[src/sv/vtcg_pkg.sv]
// Shared types, constants and helpers of the vario tone cadence generator.
`timescale 1ns / 1ps

package vtcg_pkg;

    localparam int RATE_W     = 16;              // vertical rate and rate registers
    localparam int EXT_W      = RATE_W + 1;      // signed differences of two rates
    localparam int TONE_W     = 12;              // one pitch
    localparam int TICK_W     = 8;               // one cadence tick count
    localparam int FAC_W      = TONE_W + 1;      // signed pitch difference or tick count
    localparam int LEN_W      = 16;              // lengths and counters
    localparam int NUM_W      = EXT_W + FAC_W;   // product fed to the divider
    localparam int DIV_STEPS  = NUM_W / 2;       // two quotient bits per cycle
    localparam int DCNT_W     = $clog2(DIV_STEPS + 1);
    localparam int TONES_W    = 4 * TONE_W;
    localparam int CADENCE_W  = 4 * TICK_W;
    localparam int CFG_IDX_W  = 3;
    localparam int CFG_DATA_W = TONES_W;
    localparam int FIFO_DEPTH = 2;
    localparam int FPTR_W     = $clog2(FIFO_DEPTH);
    localparam int FCNT_W     = $clog2(FIFO_DEPTH + 1);

    localparam logic REQ_RATE = 1'b0;
    localparam logic REQ_TICK = 1'b1;

    typedef enum logic [CFG_IDX_W-1:0] {
        CFG_CLIMB_START      = 3'd0,
        CFG_CLIMB_MAX        = 3'd1,
        CFG_CLIMB_CONTINUOUS = 3'd2,
        CFG_SINK_ALARM       = 3'd3,
        CFG_SINK_MAX         = 3'd4,
        CFG_SINK_CONTINUOUS  = 3'd5,
        CFG_TONE_LIMITS      = 3'd6,
        CFG_CADENCE_LIMITS   = 3'd7
    } t_cfg_idx;

    typedef struct packed {
        logic [RATE_W-1:0]    climb_start;
        logic [RATE_W-1:0]    climb_max;
        logic [RATE_W-1:0]    climb_continuous;
        logic [RATE_W-1:0]    sink_alarm;
        logic [RATE_W-1:0]    sink_max;
        logic [RATE_W-1:0]    sink_continuous;
        logic [TONES_W-1:0]   tone_limits;
        logic [CADENCE_W-1:0] cadence_limits;
    } t_cfg;

    typedef enum logic [2:0] {
        K_TICK,
        K_QUIET,
        K_DEAD,
        K_CLIMB,
        K_SINK
    } t_kind;

    // One classified item. For a band item: note quotient from a0*b0/d0,
    // length quotients from a1*b1/d1 and a1*b2/d1.
    typedef struct packed {
        t_kind                    kind;
        logic                     silenced;
        logic                     cont;
        logic [TONE_W-1:0]        base_note;
        logic [TICK_W-1:0]        base_a;
        logic [TICK_W-1:0]        base_b;
        logic signed [EXT_W-1:0]  a0;
        logic signed [FAC_W-1:0]  b0;
        logic signed [EXT_W-1:0]  d0;
        logic signed [EXT_W-1:0]  a1;
        logic signed [FAC_W-1:0]  b1;
        logic signed [FAC_W-1:0]  b2;
        logic signed [EXT_W-1:0]  d1;
    } t_cmd;

    typedef enum logic [1:0] {
        B_IDLE,
        B_LOAD,
        B_DIV,
        B_DONE
    } t_bstate;

    function automatic logic signed [EXT_W-1:0] sext(input logic [RATE_W-1:0] v);
        return {v[RATE_W-1], v};
    endfunction

endpackage

[src/sv/vtcg_req_if.sv]
// Request channel: valid/ready handshake carrying one input item.
`timescale 1ns / 1ps

interface vtcg_req_if;
    logic                              valid;
    logic                              ready;
    logic                              req_type;
    logic signed [vtcg_pkg::RATE_W-1:0] vertical_rate;
    logic                              quiet_hold;
    logic                              silenced;

    modport source(output valid, req_type, vertical_rate, quiet_hold, silenced,
                   input ready);
    modport sink(input valid, req_type, vertical_rate, quiet_hold, silenced,
                 output ready);
endinterface

[src/sv/vtcg_res_if.sv]
// Result channel: valid/ready handshake carrying one result item.
`timescale 1ns / 1ps

interface vtcg_res_if;
    logic                          valid;
    logic                          ready;
    logic [vtcg_pkg::TONE_W-1:0]   tone;
    logic                          resting;

    modport source(output valid, tone, resting, input ready);
    modport sink(input valid, tone, resting, output ready);
endinterface

[src/sv/vtcg_div.sv]
// Serial signed divider, two quotient bits per cycle, truncating toward zero.
`timescale 1ns / 1ps

module vtcg_div (
    input  logic                               i_clk,
    input  logic                               i_rst_n,
    input  logic                               i_start,
    input  logic signed [vtcg_pkg::NUM_W-1:0]  i_num,
    input  logic signed [vtcg_pkg::EXT_W-1:0]  i_den,
    output logic                               o_done,
    output logic [vtcg_pkg::LEN_W-1:0]         o_quo
);
    import vtcg_pkg::*;

    logic              r_busy, n_busy;
    logic [DCNT_W-1:0] r_cnt, n_cnt;
    logic              r_neg, n_neg;
    logic              r_zero, n_zero;
    logic [NUM_W-1:0]  r_num, n_num;
    logic [EXT_W-1:0]  r_den, n_den;
    logic [EXT_W-1:0]  r_rem, n_rem;

    logic [EXT_W:0]    t1, t2, d1, d2;
    logic              ge1, ge2;
    logic [EXT_W-1:0]  rem1, rem2;
    logic [NUM_W-1:0]  num1, num2;
    logic [LEN_W-1:0]  q_mag;

    // two restoring steps
    always_comb begin
        t1   = {r_rem, r_num[NUM_W-1]};
        d1   = t1 - {1'b0, r_den};
        ge1  = t1 >= {1'b0, r_den};
        rem1 = ge1 ? d1[EXT_W-1:0] : t1[EXT_W-1:0];
        num1 = {r_num[NUM_W-2:0], ge1};
        t2   = {rem1, num1[NUM_W-1]};
        d2   = t2 - {1'b0, r_den};
        ge2  = t2 >= {1'b0, r_den};
        rem2 = ge2 ? d2[EXT_W-1:0] : t2[EXT_W-1:0];
        num2 = {num1[NUM_W-2:0], ge2};
    end

    always_comb begin
        n_busy = r_busy;
        n_cnt  = r_cnt;
        n_neg  = r_neg;
        n_zero = r_zero;
        n_num  = r_num;
        n_den  = r_den;
        n_rem  = r_rem;
        if (i_start) begin
            n_busy = 1'b1;
            n_cnt  = DCNT_W'(DIV_STEPS);
            n_neg  = i_num[NUM_W-1] ^ i_den[EXT_W-1];
            n_zero = (i_den == '0);
            n_num  = i_num[NUM_W-1] ? (~i_num + NUM_W'(1)) : i_num;
            n_den  = i_den[EXT_W-1] ? (~i_den + EXT_W'(1)) : i_den;
            n_rem  = '0;
        end else if (r_busy && (r_cnt != '0)) begin
            n_cnt = r_cnt - DCNT_W'(1);
            n_num = num2;
            n_rem = rem2;
        end else if (r_busy) begin
            n_busy = 1'b0;
        end
    end

    always_ff @(posedge i_clk) begin
        if (!i_rst_n) begin
            r_busy <= 1'b0;
            r_cnt  <= '0;
        end else begin
            r_busy <= n_busy;
            r_cnt  <= n_cnt;
        end
        r_neg  <= n_neg;
        r_zero <= n_zero;
        r_num  <= n_num;
        r_den  <= n_den;
        r_rem  <= n_rem;
    end

    assign q_mag  = r_num[LEN_W-1:0];
    assign o_done = r_busy && (r_cnt == '0);
    assign o_quo  = r_zero ? '0 : (r_neg ? (~q_mag + LEN_W'(1)) : q_mag);

endmodule

[src/sv/vtcg_fifo.sv]
// Two-entry command queue between the classifier and the executor.
`timescale 1ns / 1ps

module vtcg_fifo (
    input  logic           i_clk,
    input  logic           i_rst_n,
    input  logic           i_push,
    input  vtcg_pkg::t_cmd i_data,
    input  logic           i_pop,
    output vtcg_pkg::t_cmd o_data,
    output logic           o_full,
    output logic           o_empty
);
    import vtcg_pkg::*;

    t_cmd              r_mem [FIFO_DEPTH];
    logic [FPTR_W-1:0] r_wr_ptr, r_rd_ptr;
    logic [FCNT_W-1:0] r_count, n_count;

    assign o_full  = (r_count == FCNT_W'(FIFO_DEPTH));
    assign o_empty = (r_count == '0);
    assign o_data  = r_mem[r_rd_ptr];

    always_comb begin
        unique case ({i_push, i_pop})
            2'b10:   n_count = r_count + FCNT_W'(1);
            2'b01:   n_count = r_count - FCNT_W'(1);
            default: n_count = r_count;
        endcase
    end

    always_ff @(posedge i_clk) begin
        if (!i_rst_n) begin
            r_wr_ptr <= '0;
            r_rd_ptr <= '0;
            r_count  <= '0;
        end else begin
            if (i_push) r_wr_ptr <= r_wr_ptr + FPTR_W'(1);
            if (i_pop)  r_rd_ptr <= r_rd_ptr + FPTR_W'(1);
            r_count <= n_count;
        end
        if (i_push) r_mem[r_wr_ptr] <= i_data;
    end

endmodule

[src/sv/vtcg_front.sv]
// Front end: accept items, classify rate items into bands and prepare divider operands.
`timescale 1ns / 1ps

module vtcg_front (
    vtcg_req_if.sink       i_req,
    input  vtcg_pkg::t_cfg i_cfg,
    input  logic           i_full,
    output logic           o_push,
    output vtcg_pkg::t_cmd o_cmd
);
    import vtcg_pkg::*;

    logic signed [EXT_W-1:0] rate, cs, cm, cc, sa, sm, sc, cl_c, cl_s;
    logic [TONE_W-1:0]       p0, p1, p2, p3;
    logic [TICK_W-1:0]       t0, t1, t2, t3;
    logic                    climb, sinkb;

    assign i_req.ready = !i_full;
    assign o_push      = i_req.valid && !i_full;

    always_comb begin
        rate = sext(i_req.vertical_rate);
        cs   = sext(i_cfg.climb_start);
        cm   = sext(i_cfg.climb_max);
        cc   = sext(i_cfg.climb_continuous);
        sa   = sext(i_cfg.sink_alarm);
        sm   = sext(i_cfg.sink_max);
        sc   = sext(i_cfg.sink_continuous);
        p0   = i_cfg.tone_limits[0*TONE_W +: TONE_W];
        p1   = i_cfg.tone_limits[1*TONE_W +: TONE_W];
        p2   = i_cfg.tone_limits[2*TONE_W +: TONE_W];
        p3   = i_cfg.tone_limits[3*TONE_W +: TONE_W];
        t0   = i_cfg.cadence_limits[0*TICK_W +: TICK_W];
        t1   = i_cfg.cadence_limits[1*TICK_W +: TICK_W];
        t2   = i_cfg.cadence_limits[2*TICK_W +: TICK_W];
        t3   = i_cfg.cadence_limits[3*TICK_W +: TICK_W];

        climb = (rate >= cs);
        sinkb = (sa < 0) && (rate <= sa);
        cl_c  = (rate > cm) ? cm : rate;
        cl_s  = (rate < sm) ? sm : rate;

        o_cmd.silenced = i_req.silenced;
        if (climb) begin
            o_cmd.cont      = (rate >= cc);
            o_cmd.base_note = p0;
            o_cmd.base_a    = t0;
            o_cmd.base_b    = t1;
            o_cmd.a0        = cl_c - cs;
            o_cmd.b0        = {1'b0, p1} - {1'b0, p0};
            o_cmd.d0        = cm - cs;
            o_cmd.a1        = rate - cs;
            o_cmd.b1        = {{(FAC_W-TICK_W){1'b0}}, t0};
            o_cmd.b2        = {{(FAC_W-TICK_W){1'b0}}, t1};
            o_cmd.d1        = cc - cs;
        end else begin
            // sink band; the same quotient serves both lengths
            o_cmd.cont      = (rate <= sc);
            o_cmd.base_note = p2;
            o_cmd.base_a    = t3;
            o_cmd.base_b    = t2;
            o_cmd.a0        = sa - cl_s;
            o_cmd.b0        = {1'b0, p2} - {1'b0, p3};
            o_cmd.d0        = sa - sm;
            o_cmd.a1        = sa - rate;
            o_cmd.b1        = {{(FAC_W-TICK_W){1'b0}}, t2};
            o_cmd.b2        = {{(FAC_W-TICK_W){1'b0}}, t2};
            o_cmd.d1        = sa - sc;
        end

        priority if (i_req.req_type == REQ_TICK) o_cmd.kind = K_TICK;
        else if (i_req.quiet_hold)               o_cmd.kind = K_QUIET;
        else if (climb)                          o_cmd.kind = K_CLIMB;
        else if (sinkb)                          o_cmd.kind = K_SINK;
        else                                     o_cmd.kind = K_DEAD;
    end

endmodule

[src/sv/vtcg_back.sv]
// Back end: execute queued commands, own the note and cadence state, hold the result register.
`timescale 1ns / 1ps

module vtcg_back (
    input  logic           i_clk,
    input  logic           i_rst_n,
    input  vtcg_pkg::t_cmd i_cmd,
    input  logic           i_empty,
    output logic           o_pop,
    vtcg_res_if.source     o_res
);
    import vtcg_pkg::*;

    t_bstate           r_state, n_state;
    t_cmd              r_cmd, n_cmd;
    logic [1:0]        r_slot, n_slot;
    logic [LEN_W-1:0]  r_q [3];
    logic [LEN_W-1:0]  n_q [3];

    logic [TONE_W-1:0] r_note, n_note;
    logic [LEN_W-1:0]  r_play_len, n_play_len, r_rest_len, n_rest_len;
    logic [LEN_W-1:0]  r_play_cnt, n_play_cnt, r_rest_cnt, n_rest_cnt;
    logic              r_between, n_between;

    logic              r_out_valid, n_out_valid;
    logic [TONE_W-1:0] r_tone, n_tone;
    logic              r_resting, n_resting;

    logic                    out_free, head_band, div_start, div_done;
    logic [LEN_W-1:0]        div_quo, play_inc, rest_inc;
    logic signed [EXT_W-1:0] mul_a, mul_d;
    logic signed [FAC_W-1:0] mul_b;
    logic signed [NUM_W-1:0] prod;

    assign out_free  = !r_out_valid || o_res.ready;
    assign head_band = (i_cmd.kind == K_CLIMB) || (i_cmd.kind == K_SINK);
    assign play_inc  = r_play_cnt + LEN_W'(1);
    assign rest_inc  = r_rest_cnt + LEN_W'(1);
    assign prod      = mul_a * mul_b;

    vtcg_div u_div (
        .i_clk   (i_clk),
        .i_rst_n (i_rst_n),
        .i_start (div_start),
        .i_num   (prod),
        .i_den   (mul_d),
        .o_done  (div_done),
        .o_quo   (div_quo)
    );

    // next state
    always_comb begin
        n_state = r_state;
        unique case (r_state)
            B_IDLE: if (!i_empty && head_band) n_state = B_LOAD;
            B_LOAD: n_state = B_DIV;
            B_DIV: begin
                if (div_done) n_state = (r_slot == 2'd2) ? B_DONE : B_LOAD;
            end
            B_DONE: if (out_free) n_state = B_IDLE;
        endcase
    end

    // control outputs and operand selection
    always_comb begin
        o_pop     = (r_state == B_IDLE) && !i_empty && (head_band || out_free);
        div_start = (r_state == B_LOAD);
        unique case (r_slot)
            2'd1: begin
                mul_a = r_cmd.a1;
                mul_b = r_cmd.b1;
                mul_d = r_cmd.d1;
            end
            2'd2: begin
                mul_a = r_cmd.a1;
                mul_b = r_cmd.b2;
                mul_d = r_cmd.d1;
            end
            default: begin
                mul_a = r_cmd.a0;
                mul_b = r_cmd.b0;
                mul_d = r_cmd.d0;
            end
        endcase
    end

    // datapath
    always_comb begin
        n_cmd       = r_cmd;
        n_slot      = r_slot;
        n_q         = r_q;
        n_note      = r_note;
        n_play_len  = r_play_len;
        n_rest_len  = r_rest_len;
        n_play_cnt  = r_play_cnt;
        n_rest_cnt  = r_rest_cnt;
        n_between   = r_between;
        n_out_valid = r_out_valid && !o_res.ready;
        n_tone      = r_tone;
        n_resting   = r_resting;

        unique case (r_state)
            B_IDLE: begin
                if (o_pop && head_band) begin
                    n_cmd  = i_cmd;
                    n_slot = 2'd0;
                end else if (o_pop) begin
                    n_out_valid = 1'b1;
                    n_tone      = '0;
                    n_resting   = 1'b0;
                    unique case (i_cmd.kind)
                        K_TICK: begin
                            if (!i_cmd.silenced && (r_note != '0)) begin
                                if (r_between) begin
                                    n_resting = 1'b1;
                                    if (rest_inc >= r_rest_len) begin
                                        n_rest_cnt = '0;
                                        n_between  = 1'b0;
                                    end else begin
                                        n_rest_cnt = rest_inc;
                                    end
                                end else begin
                                    n_tone = r_note;
                                    if (play_inc >= r_play_len) begin
                                        n_play_cnt = '0;
                                        if (r_rest_len != '0) n_between = 1'b1;
                                    end else begin
                                        n_play_cnt = play_inc;
                                    end
                                end
                            end
                        end
                        K_QUIET: n_note = '0;
                        K_DEAD: begin
                            n_note     = '0;
                            n_play_len = '0;
                            n_rest_len = '0;
                            n_play_cnt = '0;
                            n_rest_cnt = '0;
                            n_between  = 1'b0;
                        end
                        default: ;
                    endcase
                end
            end
            B_LOAD: ;
            B_DIV: begin
                if (div_done) begin
                    n_q[r_slot] = div_quo;
                    n_slot      = r_slot + 2'd1;
                end
            end
            B_DONE: begin
                if (out_free) begin
                    n_out_valid = 1'b1;
                    n_tone      = '0;
                    n_resting   = 1'b0;
                    if (r_cmd.kind == K_SINK) begin
                        n_note     = r_cmd.base_note - r_q[0][TONE_W-1:0];
                        n_play_len = {{(LEN_W-TICK_W){1'b0}}, r_cmd.base_a} + r_q[1];
                    end else begin
                        n_note     = r_cmd.base_note + r_q[0][TONE_W-1:0];
                        n_play_len = {{(LEN_W-TICK_W){1'b0}}, r_cmd.base_a} - r_q[1];
                    end
                    n_rest_len = {{(LEN_W-TICK_W){1'b0}}, r_cmd.base_b} - r_q[2];
                    if (r_cmd.cont) begin
                        n_play_len = LEN_W'(1);
                        n_rest_len = '0;
                    end
                end
            end
        endcase
    end

    always_ff @(posedge i_clk) begin
        if (!i_rst_n) begin
            r_state     <= B_IDLE;
            r_slot      <= '0;
            r_note      <= '0;
            r_play_len  <= '0;
            r_rest_len  <= '0;
            r_play_cnt  <= '0;
            r_rest_cnt  <= '0;
            r_between   <= 1'b0;
            r_out_valid <= 1'b0;
        end else begin
            r_state     <= n_state;
            r_slot      <= n_slot;
            r_note      <= n_note;
            r_play_len  <= n_play_len;
            r_rest_len  <= n_rest_len;
            r_play_cnt  <= n_play_cnt;
            r_rest_cnt  <= n_rest_cnt;
            r_between   <= n_between;
            r_out_valid <= n_out_valid;
        end
        r_cmd     <= n_cmd;
        r_q       <= n_q;
        r_tone    <= n_tone;
        r_resting <= n_resting;
    end

    assign o_res.valid   = r_out_valid;
    assign o_res.tone    = r_tone;
    assign o_res.resting = r_resting;

endmodule

[src/sv/vario_tone_cadence_generator.sv]
// Top level of the vario tone cadence generator: configuration registers and block wiring.
`timescale 1ns / 1ps

// Turns vertical-speed transactions into a beep tone and a play/rest cadence,
// one result transaction per request. A rate request (req_type 0) sets the
// note and the beep/rest lengths from the climb or sink band, or clears them
// in the deadband; quiet_hold drops only the note. A tick request (req_type 1)
// is one 40 ms slot: it returns the tone (or silence with resting set) and
// advances the cadence; silenced freezes the cadence and returns silence.
// Requests are classified in the front end and queued two deep, so the request
// side keeps accepting while the executor or the result side stalls until the
// queue fills. Tick, quiet-hold and deadband requests leave the executor at
// one per cycle while the result side is ready. A rate request inside a band
// waits while the single shared divider gets the three interpolation
// quotients in turn at two bits per cycle (15 steps plus load and hand-over
// each). Configuration is written through i_cfg_we / i_cfg_idx / i_cfg_data
// only while the block is idle, a user's rule the block does not enforce.
// There is no read-back; registers reset to the register-map defaults.
module vario_tone_cadence_generator (
    input  logic                                i_clk,
    input  logic                                i_rst_n,
    vtcg_req_if.sink                            i_req,
    vtcg_res_if.source                          o_res,
    input  logic                                i_cfg_we,
    input  logic [vtcg_pkg::CFG_IDX_W-1:0]      i_cfg_idx,
    input  logic [vtcg_pkg::CFG_DATA_W-1:0]     i_cfg_data
);
    import vtcg_pkg::*;

    t_cfg r_cfg, n_cfg;
    t_cmd front_cmd, head_cmd;
    logic push, pop, full, empty;

    // Register write: each register takes the low bits of the write data.
    always_comb begin
        n_cfg = r_cfg;
        if (i_cfg_we) begin
            unique case (t_cfg_idx'(i_cfg_idx))
                CFG_CLIMB_START:      n_cfg.climb_start      = i_cfg_data[RATE_W-1:0];
                CFG_CLIMB_MAX:        n_cfg.climb_max        = i_cfg_data[RATE_W-1:0];
                CFG_CLIMB_CONTINUOUS: n_cfg.climb_continuous = i_cfg_data[RATE_W-1:0];
                CFG_SINK_ALARM:       n_cfg.sink_alarm       = i_cfg_data[RATE_W-1:0];
                CFG_SINK_MAX:         n_cfg.sink_max         = i_cfg_data[RATE_W-1:0];
                CFG_SINK_CONTINUOUS:  n_cfg.sink_continuous  = i_cfg_data[RATE_W-1:0];
                CFG_TONE_LIMITS:      n_cfg.tone_limits      = i_cfg_data[TONES_W-1:0];
                CFG_CADENCE_LIMITS:   n_cfg.cadence_limits   = i_cfg_data[CADENCE_W-1:0];
            endcase
        end
    end

    // Defaults: climb beeps from 50 cm/s, top pitch at 800, continuous at
    // 1100; sink alarm off, sink floor -1000, continuous at -800.
    always_ff @(posedge i_clk) begin
        if (!i_rst_n) begin
            r_cfg.climb_start      <= RATE_W'(50);
            r_cfg.climb_max        <= RATE_W'(800);
            r_cfg.climb_continuous <= RATE_W'(1100);
            r_cfg.sink_alarm       <= '0;
            r_cfg.sink_max         <= RATE_W'(-1000);
            r_cfg.sink_continuous  <= RATE_W'(-800);
            r_cfg.tone_limits      <= '0;
            r_cfg.cadence_limits   <= '0;
        end else begin
            r_cfg <= n_cfg;
        end
    end

    // Front end: accept and classify.
    vtcg_front u_front (
        .i_req  (i_req),
        .i_cfg  (r_cfg),
        .i_full (full),
        .o_push (push),
        .o_cmd  (front_cmd)
    );

    // Decoupling queue.
    vtcg_fifo u_fifo (
        .i_clk   (i_clk),
        .i_rst_n (i_rst_n),
        .i_push  (push),
        .i_data  (front_cmd),
        .i_pop   (pop),
        .o_data  (head_cmd),
        .o_full  (full),
        .o_empty (empty)
    );

    // Executor with cadence state, divider and result register.
    vtcg_back u_back (
        .i_clk   (i_clk),
        .i_rst_n (i_rst_n),
        .i_cmd   (head_cmd),
        .i_empty (empty),
        .o_pop   (pop),
        .o_res   (o_res)
    );

endmodule

[src/flat_wrapper.sv]
// flat-port wrapper written by rule: the top's interface ports become plain ports
module vario_tone_cadence_generator_flat import vtcg_pkg::*;
  (i_clk, i_rst_n, i_cfg_we, i_cfg_idx, i_cfg_data, i_req_valid, i_req_req_type, i_req_vertical_rate, i_req_quiet_hold, i_req_silenced, i_req_ready, o_res_valid, o_res_tone, o_res_resting, o_res_ready);
  vtcg_req_if i_req_i ();
  vtcg_res_if o_res_i ();
  input  logic i_clk;
  input  logic i_rst_n;
  input  logic i_cfg_we;
  input  logic [vtcg_pkg::CFG_IDX_W-1:0] i_cfg_idx;
  input  logic [vtcg_pkg::CFG_DATA_W-1:0] i_cfg_data;
  input wire logic [$bits(i_req_i.valid)-1:0] i_req_valid;
  input wire logic [$bits(i_req_i.req_type)-1:0] i_req_req_type;
  input wire logic [$bits(i_req_i.vertical_rate)-1:0] i_req_vertical_rate;
  input wire logic [$bits(i_req_i.quiet_hold)-1:0] i_req_quiet_hold;
  input wire logic [$bits(i_req_i.silenced)-1:0] i_req_silenced;
  output wire logic [$bits(i_req_i.ready)-1:0] i_req_ready;
  output wire logic [$bits(o_res_i.valid)-1:0] o_res_valid;
  output wire logic [$bits(o_res_i.tone)-1:0] o_res_tone;
  output wire logic [$bits(o_res_i.resting)-1:0] o_res_resting;
  input wire logic [$bits(o_res_i.ready)-1:0] o_res_ready;
  assign i_req_i.valid = i_req_valid;
  assign i_req_i.req_type = i_req_req_type;
  assign i_req_i.vertical_rate = i_req_vertical_rate;
  assign i_req_i.quiet_hold = i_req_quiet_hold;
  assign i_req_i.silenced = i_req_silenced;
  assign i_req_ready = i_req_i.ready;
  assign o_res_valid = o_res_i.valid;
  assign o_res_tone = o_res_i.tone;
  assign o_res_resting = o_res_i.resting;
  assign o_res_i.ready = o_res_ready;
  vario_tone_cadence_generator u_core (.i_clk(i_clk), .i_rst_n(i_rst_n), .i_req(i_req_i), .o_res(o_res_i), .i_cfg_we(i_cfg_we), .i_cfg_idx(i_cfg_idx), .i_cfg_data(i_cfg_data));
endmodule
[config.mk]
export PLATFORM = sky130hd
export DESIGN_NAME = vario_tone_cadence_generator_flat
export DESIGN_NICKNAME = d
export VERILOG_FILES = /design/src/sv/vtcg_pkg.sv /design/src/sv/vtcg_req_if.sv /design/src/sv/vtcg_res_if.sv /design/src/sv/vtcg_div.sv /design/src/sv/vtcg_fifo.sv /design/src/sv/vtcg_front.sv /design/src/sv/vtcg_back.sv /design/src/sv/vario_tone_cadence_generator.sv /design/src/flat_wrapper.sv
export SDC_FILE = /design/constraint.sdc
export NUM_CORES = 2
export LEC_CHECK = 0
export BUFFER_PORTS_ARGS = -buffer_cell sky130_fd_sc_hd__buf_2
export CORE_MARGIN = 2
export CORE_UTILIZATION = 65
export DETAILED_ROUTE_END_ITERATION = 6
export PLACE_DENSITY = 0.81
export SYNTH_ARGS = -nofsm -noshare
export SYNTH_HDL_FRONTEND = slang
export SYNTH_SLANG_ARGS = --single-unit
[constraint.sdc]
create_clock -name i_clk -period 24.3 [get_ports i_clk]
set_input_delay 0 -clock i_clk [delete_from_list [all_inputs] [get_ports i_clk]]
set_output_delay 0 -clock i_clk [all_outputs]
set_load 0.01 [all_outputs]
-- Yosys cells after proc, flatten, opt, wreduce, memory -nomap -nowiden
Memories as Yosys holds them, arrays and structs flattened. A register that Yosys moved wholly into a read port is not among the register bits.
Cells that the tools add are included.
Widths: inputs -> output; s select.
- flip-flop bits (word level): 533
- bits in latches: 0
- RAM bits: 280
- memory bits (read-only): 0
- bits of input ports: 75
- output and inout bits: 15
- logic and storage cells: 265
- memories kept: 1
- $add $sub $neg: 28
- $mul: 1
- divide/modulo/power cells: 0
- order comparisons: 13
- eq/ne operators: 32
- shift operators: 0
- multiplexer cells: 86
- bitwise logic cells: 6
- reduce and logical (&&, ||, !) cells: 53
- memories (memory ; depth ; bits a word ; read ports ; clocked after Yosys merged registers in ; write ports ; line ; RTL):
    u_core.u_fifo.r_mem ; 2 ; 140 ; 1 ; 1 ; 1 ; vtcg_fifo.sv:16 ; t_cmd r_mem [FIFO_DEPTH];
- operators with widths (operator ; number):
    $mux 16 ; 18
    $mux 136 ; 1
    $mux 12 ; 11
    $pmux 16 s2 ; 4
    $mux 17 ; 6
    $sub 16x16->17 ; 6
    $mux 30 ; 3
    $ge 16x16->1 ; 4
    $add 16x1->16 const B ; 3
    $bwmux 48 ; 1
    $pmux 12 s2 ; 2
    $ge 18x17->1 ; 2
    $sub 17x17->17 ; 2
    $demux 16 s2 ; 1
    $le 16x16->1 ; 2
    $sub 8x16->16 ; 2
    $add 30x2->30 const B ; 1
    $mul 17x13->30 ; 1
    $not 30->30 ; 1
    $pmux 13 s2 ; 1
    $sub 12x12->13 ; 2
    $mux 1 ; 20
    $ne 2x2->1 const B ; 10
    $reduce_and 2->1 ; 10
    other kinds (48) ; 105

-- Logic depth before layout (Yosys ltp)
- depth after elaboration: 8
- depth in mapped cells: 35
- depth with buffers taken out: 28

-- Cells and area by module
A second synthesis with hierarchy kept.
- cell total of the unflattened synthesis: 5289
- area total of the unflattened synthesis: 54350.9 sq um
- modules (own cells, without submodules) (module ; instances ; cells each ; area each (sq um) ; seq. area each (sq um)):
    vtcg_back ; 1 ; 2049 ; 21182.8 ; 7527.2
    vtcg_fifo ; 1 ; 458 ; 10387.5 ; 8508.2
    vtcg_front ; 1 ; 1436 ; 10087.2 ; 0.0
    vario_tone_cadence_generator ; 1 ; 649 ; 6622.6 ; 3523.4
    vtcg_div ; 1 ; 697 ; 6070.8 ; 1911.8

-- Least setup slack after synthesis
No wires, ideal clock.
- path kind: register to register
- start: register u_core.u_back.r_slot[0]
- end: register u_core.u_back.u_div.r_num[25] (data pin)
- setup time: 0.136 ns
- arrival: 9.213 ns
- required time: 24.164 ns
- path slack: 14.952 ns
- cell stages (with the launch flop): 33
- buffers on the path: 6
- period minus slack after synthesis: 9.348 ns
- cell sequence: dfxtp_1 -> inv_1 -> ha_1 -> clkbuf_1 -> clkbuf_1 -> buf_1 -> buf_1 -> buf_1 -> buf_1 -> mux2i_1 -> nor2_1 -> fa_1 -> inv_1 -> fa_1 -> inv_1 -> fa_1 -> fa_1 -> fa_1 -> inv_1 -> fa_1 -> inv_1 -> ha_1 -> and3_1 -> nand3b_1 -> a21o_1 -> nand3_1 -> xor2_2 -> or4b_4 -> nand4bb_1 -> or2_1 -> or3_1 -> a211o_1 -> nand3_1
- longest elaborated chain between the ends: 8
- elaborated cells on any way between the ends: 10
- those cells by class: add/sub (1); mul (1); eq/ne (2); mux (4); bitwise (1); reduce/logical (1)
- RTL lines (what ; line ; RTL):
    start, declared ; vtcg_back.sv:16 ; logic [1:0] r_slot, n_slot;
    start signal, assigned ; vtcg_back.sv:188 ; r_slot <= n_slot;
    $eq 2x2->1 or $eq 2x1->1 (tied branches) ; vtcg_back.sv:68 ; unique case (r_slot)
    $reduce_or 2->1 (no line) ; n/a ;
    $mux 17 ; vtcg_back.sv:68 ;
    $mul 17x13->30 (*) ; vtcg_back.sv:39 ; assign prod = mul_a * mul_b;
    $not 30->30 ; vtcg_div.sv:56 ; n_num = i_num[NUM_W-1] ? (~i_num + NUM_W'(1)) : i_num;
    $add 30x2->30 ; vtcg_div.sv:56 ;
    $mux 30 (*) ; vtcg_div.sv:56 ;
    $mux 30 (*) ; vtcg_div.sv:51 ; if (i_start) begin
    via u_core.u_back.u_div.n_num[25] ; vtcg_div.sv:19 ; logic [NUM_W-1:0] r_num, n_num;
    end signal, assigned ; vtcg_div.sv:78 ; r_num <= n_num;
    end, declared ; vtcg_div.sv:19 ;
The timed path passes the listed nets; every way through them passes the cells marked *.
A chain may end at the register's enable or synchronous reset.

-- Worst setup path in the final report
- start: register u_core.u_back.r_slot[0]
- end: register u_core.u_back.u_div.r_num[22] (data pin)
The elaborated chain is that of the path after synthesis.

==> results.py <==
metrics = {
    "timing": {
        "clock_skew_ns": 0.0656,
        "post-route-period-util_pct": 38.8,
        "clock.fmax_mhz": 106,
        "timing.hold.ws_ns": 0.0327,
        "slew_violations": 0,
        "final-hold-violation-count": 0,
        "rsz0062_at_grt": "no",
        "fin_crit_ns": 9.43,
        "final.setup.worst_slack_ns": 14.87,
        "setup_viol": 0,
        "tightest_slew_ns": 1.29,
        "setup_tns_ns": 0,
        "slew_headroom_pct": 13.6,
    },
    "global_route": {
        "overflow": 0,
        "grt_max_degree": 78,
        "antenna_found_initial": 3,
        "grt_pass1_vias": 38860,
        "grt_pass1_wl_microns": 205000,
        "grt.total_usage_pct": 31.8,
    },
    "placement": {
        "dp_hpwl_microns": 93800,
        "port_buffers": 89,
        "place.gp.congestion": 0.926,
        "post-place-ws_ns": 15.06,
        "placed_area_sq_mm": 0.0523,
    },
    "cts": {
        "clk_latency_ns": 0.68,
        "clock_sinks": 756,
        "clockRootBuffer": "clkbuf_16",
        "clk_pin_slew_worst_paths_ns": 0.06,
        "cts_resized": 0,
        "cts_buffer_depth": 3,
        "cts_tree": "yes",
        "cts_max_level": 3,
        "tritoncts.num_buffers": 80,
    },
    "route": {
        "drt_iter0_drc": 3467,
        "dr.pass1.iters": 6,
        "viasPerCell": 6.11,
        "via_count": 39545,
        "wl_microns": 129000,
        "wl_per_cell_microns": 19.9,
        "drc": 0,
        "antenna_left": 0,
    },
    "final_layout": {
        "nets": 6061,
        "drive_gt1_share_pct": 8.45,
        "area_growth_pct": 9.72,
        "design_area_sq_mm": 0.0557,
    },
    "worst_setup_path": {
        "path_class": "register to register",
        "critical_path_peak_fanout": 69,
        "required_ns": 24.77,
        "r2r_setup_slack_ns": 14.87,
        "arrival_ns": 9.90,
        "start_kind": "register",
        "crit_path_end_kind": "register",
    },
    "floorplan": {
        "start_util_pct": 65.7,
        "placementRows": 102,
        "die_x_microns": 284,
        "pin_count": 90,
        "dieHeight_microns": 284,
        "dieArea_sq_mm": 0.0804,
        "core_sq_mm": 0.0773,
    },
    "run": {
        "drv_cap": 0,
    },
    "yosys": {
        "synth_xor_area_share_pct": 4.44,
        "netlist_area_sq_mm": 0.0508,
        "synthMuxAreaShare_pct": 4.59,
        "async_reset_ff_share_pct": 0,
        "syn_inst": 5281,
        "ys.flop_type": "edfxtp_1",
        "ys_seq_area_share_pct": 39.1,
        "synth_compound_area_share_pct": 13.0,
        "synthSimpleGateAreaFrac_pct": 15.2,
        "synth_top_family_by_area": "adder cells",
        "ys_ff_latch": 756,
        "yosys.area_share.adder_pct": 18.6,
        "synth_nets": 5977,
        "ys_types": 90,
        "synth_edf_count": 471,
        "synth_area_per_cell_sq_um": 9.62,
        "ys_warn_count": 0,
    },
    "worst_hold_path": {
        "hold_class": "input pin to register",
    },
    "run_status": {
        "status": "finished, final reports clean",
    },
}
## timing repair
item	4_1_cts	5_1_grt
endpoints found under the hold margin	187	0
hold buffers	58	0
endpoints found under the setup margin	0	0
setup buffers	0	0
## cell type report
cell class                      instances  area [sq um]
Fill cell                            5524         21600
Sequential cell                       756         19900
Multi-Input combinational cell       3849         28500
Clock buffer                           88          2040
Tap cell                             1040          1300
Inverter                              484          1820
Antenna cell                            1          2.50
Timing Repair Buffer                  194          1380
Clock inverter                         61           831
## layer usage
layer	share of wire, %	vias to the layer above	global-route usage [%]	wire length [microns]
met5	0.012	-	0	16
met4	3.4	2	10.8	4400
met3	8.2	264	5.31	10600
met2	46	1642	51.8	59800
met1	42	19108	43.3	54300
li1	-	18529	-	-
## kinds of logic (layout without fill, tap and decap cells)
family,after synthesis,after routing
fa+ha+maj,621,621
simple gates,1695,1695
xor+xnor,256,256
flops,756,756
mux,215,215
other cells,0,1
buf+inv,676,827
compound gates,1062,1062
## cells in the final DEF, fill, tap and decap left out, drive strengths merged, types with 67 or more instances in the layout
master / synthesis / final
mux2: 143 / 143
a21oi: 374 / 374
buf: 22 / 136
dfxtp: 285 / 285
fa: 221 / 221
nor2: 404 / 404
o21ai: 244 / 244
nor3: 87 / 87
clkbuf: 170 / 88
mux2i: 72 / 72
edfxtp: 471 / 471
nand2: 723 / 723
xor2: 111 / 111
inv: 484 / 486
nor2b: 67 / 67
a21o: 72 / 72
xnor2: 145 / 145
ha: 400 / 400
## worst paths after layout
path	start	to	depth (start not counted)
worst max-delay path	u_core.u_back.r_slot[0]	u_core.u_back.u_div.r_num[22]	23
worst min-delay path	i_rst_n	u_core.u_back.r_slot[0]	3
worst max register to register	u_core.u_back.r_slot[0]	u_core.u_back.u_div.r_num[22]	23
worst min register to register	u_core.r_cfg[175]	u_core.r_cfg[175]	2
## state kept, by name (all words and copies together), names as in the netlist, 2 cells and up, named ones only
name,flops
u_core.u_back.r_play_len,16
u_core.u_back.r_rest_cnt,16
u_core.u_back.r_q,44
u_core.u_back.u_div.r_cnt,4
u_core.u_back.r_slot,2
u_core.r_cfg,176
u_core.u_fifo.r_count,2
u_core.u_back.r_note,12
u_core.u_back.r_rest_len,16
u_core.u_fifo.r_mem,244
u_core.u_back.r_play_cnt,16
u_core.u_back.r_state,2
u_core.u_back.o_res.tone,12
u_core.u_back.r_cmd,121
u_core.u_back.u_div.r_num,30
u_core.u_back.u_div.r_den,17
u_core.u_back.u_div.r_rem,17
## through the flow
stage,utilization [%],std cells
6_report,72.0,6473
5_1_grt,72.0,6473
4_1_cts,72.0,6472
3_5_place_dp,67.6,6265
3_3_place_gp,67.6,6265
2_1_floorplan,-,5281
## cell usage after synthesis, drive strengths merged, types with 60 or more instances
master | n | area, sq um
mux2 | 143 | 1610
nand2b | 66 | 413
nor3 | 87 | 435
nand2 | 723 | 2710
nor2 | 404 | 1520
inv | 484 | 1820
nand3 | 66 | 330
a21o | 72 | 541
a21oi | 374 | 1880
or3 | 60 | 380
mux2i | 72 | 721
nor2b | 67 | 427
xor2 | 111 | 980
xnor2 | 145 | 1280
o21ai | 244 | 1220
fa | 221 | 4420
ha | 400 | 5000
clkbuf | 170 | 658
dfxtp | 285 | 5710
edfxtp | 471 | 14100
## critical path, cell delays in order (launching register included)
cell and delay (ns):
dfxtp_1 0.37, inv_1 0.11, ha_4 0.46, buf_4 0.67, nor2_1 0.15, a21oi_1 0.86
nand2_1 0.19, fa_1 0.55, inv_1 0.05, fa_1 0.47, fa_1 0.52, fa_1 0.52
fa_1 0.49, ha_1 0.31, ha_1 0.41, a21o_1 0.20, a21o_1 0.17, a21oi_1 0.40
a311oi_1 0.22, or3_4 0.43, a31oi_4 0.21, xor2_1 0.90, o311ai_0 0.29, a31oi_1 0.24
Power is not shown: default switching activity piles up to over one toggle a cycle in this logic, so the estimate is an artifact.
